[src/rtl/lrhi_pkg.sv]
// ----------------------------------------------------------------------------
// lrhi_pkg
// Shared types and constants of the loop read head interpolator: field
// widths, word kinds, register indexes, controller states and the
// command/status groups between controller and datapath.
// ----------------------------------------------------------------------------
`default_nettype none

package lrhi_pkg;

  localparam int POS_W      = 34;  // Q18.16 playhead
  localparam int FRAC_W     = 16;
  localparam int INT_W      = POS_W - FRAC_W;
  localparam int SMP_W      = 16;
  localparam int GAIN_W     = 16;
  localparam int SPEED_W    = 24;
  localparam int TLEN_W     = 19;
  localparam int CFG_IDX_W  = 3;
  localparam int CFG_DATA_W = 34;
  localparam int STEP_W     = POS_W + 2;

  localparam int MUL_A_W = 33;
  localparam int MUL_B_W = 18;
  localparam int MUL_P_W = MUL_A_W + MUL_B_W;

  // remainder unit retires two dividend bits per cycle
  localparam int DIV_STEPS = INT_W / 2;
  localparam int DIV_CNT_W = $clog2(DIV_STEPS);

  localparam logic [GAIN_W-1:0] UNITY_MUTE = 16'd32768;
  localparam logic [15:0]       PEAK_BIAS  = 16'd999;
  // floor(x/1000) == (x * RECIP_K) >> RECIP_SH, exact for x below 2^16
  localparam logic [MUL_B_W-1:0] RECIP_K  = 18'd67109;
  localparam int                 RECIP_SH = 26;
  localparam int                 GAIN_SH  = 29;

  localparam logic [1:0] KIND_WRITE   = 2'd0;
  localparam logic [1:0] KIND_PLAY    = 2'd1;
  localparam logic [1:0] KIND_SET_POS = 2'd2;
  localparam logic [1:0] KIND_MUTE    = 2'd3;

  localparam logic [CFG_IDX_W-1:0] CFG_LOOP_START  = 3'd0;
  localparam logic [CFG_IDX_W-1:0] CFG_LOOP_END    = 3'd1;
  localparam logic [CFG_IDX_W-1:0] CFG_TAPE_LENGTH = 3'd2;
  localparam logic [CFG_IDX_W-1:0] CFG_PLAY_SPEED  = 3'd3;
  localparam logic [CFG_IDX_W-1:0] CFG_PLAY_FWD    = 3'd4;
  localparam logic [CFG_IDX_W-1:0] CFG_LEVEL_GAIN  = 3'd5;
  localparam logic [CFG_IDX_W-1:0] CFG_MUTE_STEP   = 3'd6;

  localparam logic [SPEED_W-1:0] RST_PLAY_SPEED = 24'd65536;
  localparam logic [GAIN_W-1:0]  RST_LEVEL_GAIN = 16'd16384;
  localparam logic [GAIN_W-1:0]  RST_MUTE_STEP  = 16'd68;

  typedef enum logic [3:0] {
    ST_IDLE,
    ST_DIV,
    ST_RD0,
    ST_RD1,
    ST_MUL1,
    ST_SUM,
    ST_MUL2,
    ST_MUL3,
    ST_SAT,
    ST_FIN
  } state_t;

  typedef struct packed {
    logic accept;    // word taken on the input channel
    logic div_step;
    logic rd0;       // read left neighbor, form right index
    logic rd1;       // read right neighbor, left product
    logic mul1;      // right product
    logic sum;       // round interpolation
    logic mul2;      // level gain, mute ramp, raw step
    logic mul3;      // mute gain, loop span
    logic sat;       // saturate, decay product, wrap candidates
    logic commit;    // load output word, update state
  } cmd_t;

  typedef struct packed {
    logic fits;      // integer position already below tape length, or tape length zero
    logic div_last;
    logic out_free;
  } sts_t;

endpackage

`default_nettype wire

[src/rtl/lrhi_ctrl.sv]
// ----------------------------------------------------------------------------
// lrhi_ctrl
// Sequencer for one word at a time: decodes the word kind, runs the
// remainder unit when needed and steps the shared multiplier schedule.
// ----------------------------------------------------------------------------
`default_nettype none

module lrhi_ctrl (
  input  wire logic           clk,
  input  wire logic           rst_n,
  input  wire logic           in_valid,
  input  wire logic [1:0]     in_kind,
  output logic                in_ready,
  input  lrhi_pkg::sts_t      sts,
  output lrhi_pkg::cmd_t      cmd
);

  lrhi_pkg::state_t state_r;
  lrhi_pkg::state_t state_nxt;
  logic             take;

  assign in_ready = (state_r == lrhi_pkg::ST_IDLE);
  assign take     = in_valid && in_ready;

  always_ff @(posedge clk) begin
    if (!rst_n) begin
      state_r <= lrhi_pkg::ST_IDLE;
    end else begin
      state_r <= state_nxt;
    end
  end

  always_comb begin
    state_nxt = state_r;
    case (state_r)
      lrhi_pkg::ST_IDLE: begin
        if (take && (in_kind == lrhi_pkg::KIND_PLAY)) begin
          state_nxt = sts.fits ? lrhi_pkg::ST_RD0 : lrhi_pkg::ST_DIV;
        end
      end
      lrhi_pkg::ST_DIV: begin
        if (sts.div_last) begin
          state_nxt = lrhi_pkg::ST_RD0;
        end
      end
      lrhi_pkg::ST_RD0:  state_nxt = lrhi_pkg::ST_RD1;
      lrhi_pkg::ST_RD1:  state_nxt = lrhi_pkg::ST_MUL1;
      lrhi_pkg::ST_MUL1: state_nxt = lrhi_pkg::ST_SUM;
      lrhi_pkg::ST_SUM:  state_nxt = lrhi_pkg::ST_MUL2;
      lrhi_pkg::ST_MUL2: state_nxt = lrhi_pkg::ST_MUL3;
      lrhi_pkg::ST_MUL3: state_nxt = lrhi_pkg::ST_SAT;
      lrhi_pkg::ST_SAT:  state_nxt = lrhi_pkg::ST_FIN;
      lrhi_pkg::ST_FIN: begin
        if (sts.out_free) begin
          state_nxt = lrhi_pkg::ST_IDLE;
        end
      end
      default: state_nxt = lrhi_pkg::ST_IDLE;
    endcase
  end

  always_comb begin
    cmd          = '0;
    cmd.accept   = take;
    case (state_r)
      lrhi_pkg::ST_DIV:  cmd.div_step = 1'b1;
      lrhi_pkg::ST_RD0:  cmd.rd0      = 1'b1;
      lrhi_pkg::ST_RD1:  cmd.rd1      = 1'b1;
      lrhi_pkg::ST_MUL1: cmd.mul1     = 1'b1;
      lrhi_pkg::ST_SUM:  cmd.sum      = 1'b1;
      lrhi_pkg::ST_MUL2: cmd.mul2     = 1'b1;
      lrhi_pkg::ST_MUL3: cmd.mul3     = 1'b1;
      lrhi_pkg::ST_SAT:  cmd.sat      = 1'b1;
      lrhi_pkg::ST_FIN:  cmd.commit   = sts.out_free;
      default: ;
    endcase
  end

endmodule

`default_nettype wire

[config.mk]
export PLATFORM = sky130hd
export DESIGN_NAME = lrhi_ctrl
export DESIGN_NICKNAME = d
export VERILOG_FILES = /design/src/rtl/lrhi_pkg.sv /design/src/rtl/lrhi_ctrl.sv
export SDC_FILE = /design/constraint.sdc
export NUM_CORES = 1
export LEC_CHECK = 0
export BUFFER_PORTS_ARGS = -buffer_cell sky130_fd_sc_hd__buf_2
export CORE_AREA = 3 3 40 42
export DETAILED_ROUTE_END_ITERATION = 6
export DIE_AREA = 0 0 43 45
export PLACE_DENSITY_LB_ADDON = 0.05
export SYNTH_ARGS = -nofsm -noshare
export SYNTH_HDL_FRONTEND = slang
export SYNTH_SLANG_ARGS = --single-unit
[constraint.sdc]
create_clock -name clk -period 1.27 [get_ports clk]
set_clock_uncertainty 0.05 [all_clocks]
set_input_delay 0.127 -clock clk [delete_from_list [all_inputs] [get_ports clk]]
set_output_delay 0.127 -clock clk [all_outputs]
set_load 0.01 [all_outputs]
# After elaboration in Yosys (flattened, before gate mapping)

Index checks and enable logic that the tools add are counted.

Bits in registers: 4
Word-level logic and storage cells: 32

Reduce and logical (&&, ||, !) cells: 4
Multiplexer cells: 14
Equality and inequality tests: 13

Operators by type and width:

| kind               | number |
|---|---|
| $pmux 4 s10        | 1 |
| $eq 4x3->1 const B | 4 |
| $mux 4             | 3 |
| $mux 1             | 9 |
| $eq 4x2->1 const B | 2 |
| $eq 4x4->1 const B | 2 |
| $eq 4x1->1 const B | 1 |
| $logic_not 4->1    | 1 |
| $ne 2x2->1 const B | 2 |
| $reduce_and 3->1   | 1 |
| $eq 2x1->1 const B | 1 |
| $logic_and 1x1->1  | 2 |
| $mux 2             | 1 |
| $ne 2x1->1 const B | 1 |

# Logic depth before layout (Yosys ltp)

Word-level depth: 5
Gate-level depth with buffers: 4

# Least setup slack after synthesis

OpenSTA, ideal clock, no wires.

Path type: register -> output
Start: register state_r[1]
End: output port cmd[9] (netlist name)
Stages on the path, launching flop included: 4
Buffers on the path: 1
Data arrival time: 1.164 ns
Path slack: -0.071 ns
Cell sequence: dfxtp_1 nor4_2 and2_2 buf_4

Word-level cells in the longest chain between the ends: 2

Ends and longest elaborated chain:

| item                     | line            | source |
|---|---|---|
| start: declaration       | lrhi_ctrl.sv:18 | `lrhi_pkg::state_t state_r;` |
| start signal: assignment | lrhi_ctrl.sv:27 | `state_r <= lrhi_pkg::ST_IDLE;` |
| start signal: assignment | lrhi_ctrl.sv:29 | `state_r <= state_nxt;` |
| $logic_not 4->1          | lrhi_ctrl.sv:22 | `assign in_ready = (state_r == lrhi_pkg::ST_IDLE);` |
| via in_ready             | lrhi_ctrl.sv:13 | `output logic in_ready,` |
| $logic_and 1x1->1        | lrhi_ctrl.sv:23 | `assign take = in_valid && in_ready;` |
| end: declaration         | lrhi_ctrl.sv:15 | `output lrhi_pkg::cmd_t cmd` |

The timed path passes the listed nets, and every way through them passes these cells.

==> flow_metrics.py <==
metrics = {
    "sta": {
        "rsz0062_at_grt": "yes",
        "finalCritPeriodShare_pct": 112.4,
        "clock.fmax_ghz": 0.7008,
        "timing.slew.headroom_pct": 78.15,
        "final_hold_viol_count": 0,
        "min_period_ns": 1.427,
        "slew_viol_final": 0,
        "worstMarginPinSlew_ns": 0.3186,
        "setup-violations-final": 12,
        "setup_ws_ns": -0.1569,
    },
    "floorplan": {
        "start_util_pct": 31.06,
        "io-pin-count": 19,
        "die_w_um": 43,
        "die_h_um": 45,
        "num_rows": 13,
        "coreArea_um2": 1285,
        "die-area_um2": 1935,
    },
    "finish": {
        "final_common_cell": "buf_2",
        "regMostFlops": "state_r",
        "utilization_pct": 64.36,
        "stdcell_count": 102,
        "fin_nets": 97,
        "syn2layout_area_growth_pct": 107.2,
        "drive_gt1_share_pct": 75.86,
        "largest_reg_flops": 4,
        "layout_common_cells": "17 x buf_2, 14 x buf_4, 11 x buf_6, 4 x nor2_1, 4 x dfxtp_4",
        "fillers": 106,
        "fin_area_um2": 827.0,
        "antenna_cells": 0,
        "reg_top3": "state_r: 4 flops",
    },
    "synth": {
        "yosys_warnings": 0,
        "netlist_instances": 46,
        "syn_area_per_cell_um2": 8.677,
        "syn-num-nets": 54,
        "syn-cell-area_um2": 399.1,
        "ys_ff_latch": 4,
        "ys_seq_area_share_pct": 20.06,
        "ys_types": 28,
    },
    "setup_path": {
        "crit_path_start_kind": "flop",
        "critPathArrivalTime_ns": 1.25,
        "cpPeakStageDelay_ns": 0.36,
        "crit_slowest_cell": "dfxtp_4",
        "worstSetupPathType": "flop to primary output",
        "cp_max_fo": 4,
        "cp_cell_sequence": "buf_12 > nor4_4 > and2_4 > buf_6",
        "rr_worst_depth": 6,
        "cp-end-kind": "primary output",
        "critPathRequiredTime_ns": 1.09,
    },
    "cts": {
        "hold_buffers": 0,
        "clock_sinks": 4,
        "cts_tree": "built",
        "path_clk_slew_ns": 0.04,
        "ctsRootBufferMaster": "clkbuf_4",
        "clock_path_buffers": 2,
        "cts_buffers": 3,
        "htreeDepth": 1,
        "clk_latency_ns": 0.24,
    },
    "power_and_ir_drop": {
        "powerDensity_nw_per_um2": 701.9,
        "peakVddDrop_v": 0.0004768,
        "leakagePower_nw": 0.3791,
        "power_mw": 0.5805,
    },
    "placement": {
        "dpl_cell_area_um2": 568.0,
        "post-place-ws_ns": -0.04055,
        "port_buffers": 18,
        "hpwl_um": 812,
        "dp_cells": 86,
        "place.gp.congestion": 0.6769,
    },
    "status": {
        "violations": "negative setup slack",
        "outcome": "finished, violations left",
    },
    "min_path": {
        "hold_path_class": "input port to flop",
        "hold_depth": 3,
    },
    "route": {
        "num_vias": 503,
        "first_pass_iters": 4,
        "vias_per_cell": 4.931,
        "ant_nets": 0,
        "wl_per_cell_um": 13.80,
        "drc": 0,
        "wirelength_um": 1408,
        "drt_iter0_drc": 12,
    },
    "global_route": {
        "grtUsageMet2_pct": 24.85,
        "gr-max-usage-layer": "met2",
        "grt_pass1_wl_um": 2283,
        "met3_usage_pct": 5.578,
        "antenna_found_initial": 0,
        "grt_usage_pct": 15.57,
        "grt_max_degree": 12,
        "gr-total-overflow": 0,
        "grt_util_met1_pct": 20.24,
        "grt_pass1_vias": 485,
    },
    "run": {
        "drv_cap": 0,
    },
}
==> area by class of cell <==
class / instances / area, µm² / share of cell area [%]
Tap cell: 15 / 18.77 / 2.269
Inverter: 1 / 3.754 / 0.4539
Clock buffer: 3 / 22.52 / 2.723
Timing Repair Buffer: 43 / 334.1 / 40.39
Sequential cell: 4 / 95.09 / 11.50
Multi-Input combinational cell: 36 / 352.8 / 42.66
==> synthesized netlist by cell type <==
library cell	count	area (µm²)
a211oi_1	1	7.510
a21oi_1	1	5.000
a21oi_2	1	8.760
a22o_1	1	8.760
a32oi_1	1	8.760
and2_2	1	7.510
and3_4	1	11.26
and4b_1	1	10.01
buf_2	1	5.000
buf_4	3	22.52
buf_6	1	11.26
dfxtp_1	4	80.08
inv_1	1	3.750
mux2i_1	1	10.01
nand2_1	3	11.26
nand2b_1	2	12.51
nand3b_1	3	22.52
nor2_1	5	18.77
nor3_1	4	20.02
nor3b_1	1	7.510
nor4_2	1	12.51
nor4b_1	1	8.760
nor4b_4	2	47.55
nor4bb_1	1	10.01
o21ai_0	1	5.000
o21ai_1	1	5.000
o31a_1	1	8.760
xnor2_1	1	8.760
==> report_power, final <==
part           total (mW)  internal, mW  switching, mW
registers           0.140         0.129         0.0109
clock network       0.165         0.106         0.0592
logic               0.275         0.166          0.110
total               0.581         0.401          0.180
==> worst max-delay path, delay by kind of cell (launching register included) <==
kind / cells / cell delay, ns
buffers and inverters: 2 / 0.22
AND/OR/NAND/NOR: 2 / 0.44
flip-flops: 1 / 0.36
==> routing by layer <==
| layer | vias up | share of wire [%] |
|---|---|---|
| li1 | 254 | - |
| met1 | 236 | 47 |
| met4 | 0 | 0.28 |
| met5 | - | 0 |
| met2 | 11 | 48 |
| met3 | 2 | 4.5 |
==> through the flow <==
stage          TNS, ns  hold slack (ns)
2_1_floorplan        0           0.2096
3_3_place_gp   -0.1122           0.3725
3_5_place_dp   -0.1269           0.3657
4_1_cts        -0.8203           0.1148
5_1_grt         -2.018           0.1371
6_report        -1.169           0.1217
==> final timing paths <==
kind         startpoint         end  slack, ns
min reg2reg  state_r[3]  state_r[2]       0.61
max          state_r[1]      cmd[9]      -0.16
max reg2reg  state_r[1]  state_r[0]      -0.13
min               rst_n  state_r[3]       0.12
==> kinds of logic after synthesis <==
logic type      after synthesis  synth area share [%]
buf+inv                       6                 10.66
xor+xnor                      1                 2.195
mux                           1                 2.508
flops                         4                 20.06
simple gates                 26                 50.16
compound gates                8                 14.42
==> repair_timing <==
action,CTS,global route
buffers inserted,8,4
setup endpoints to repair,14,14
resized for setup,19,14
gates cloned,0,1
pin swaps,6,6
No activity file was read; power rests on OpenSTA's default activity.
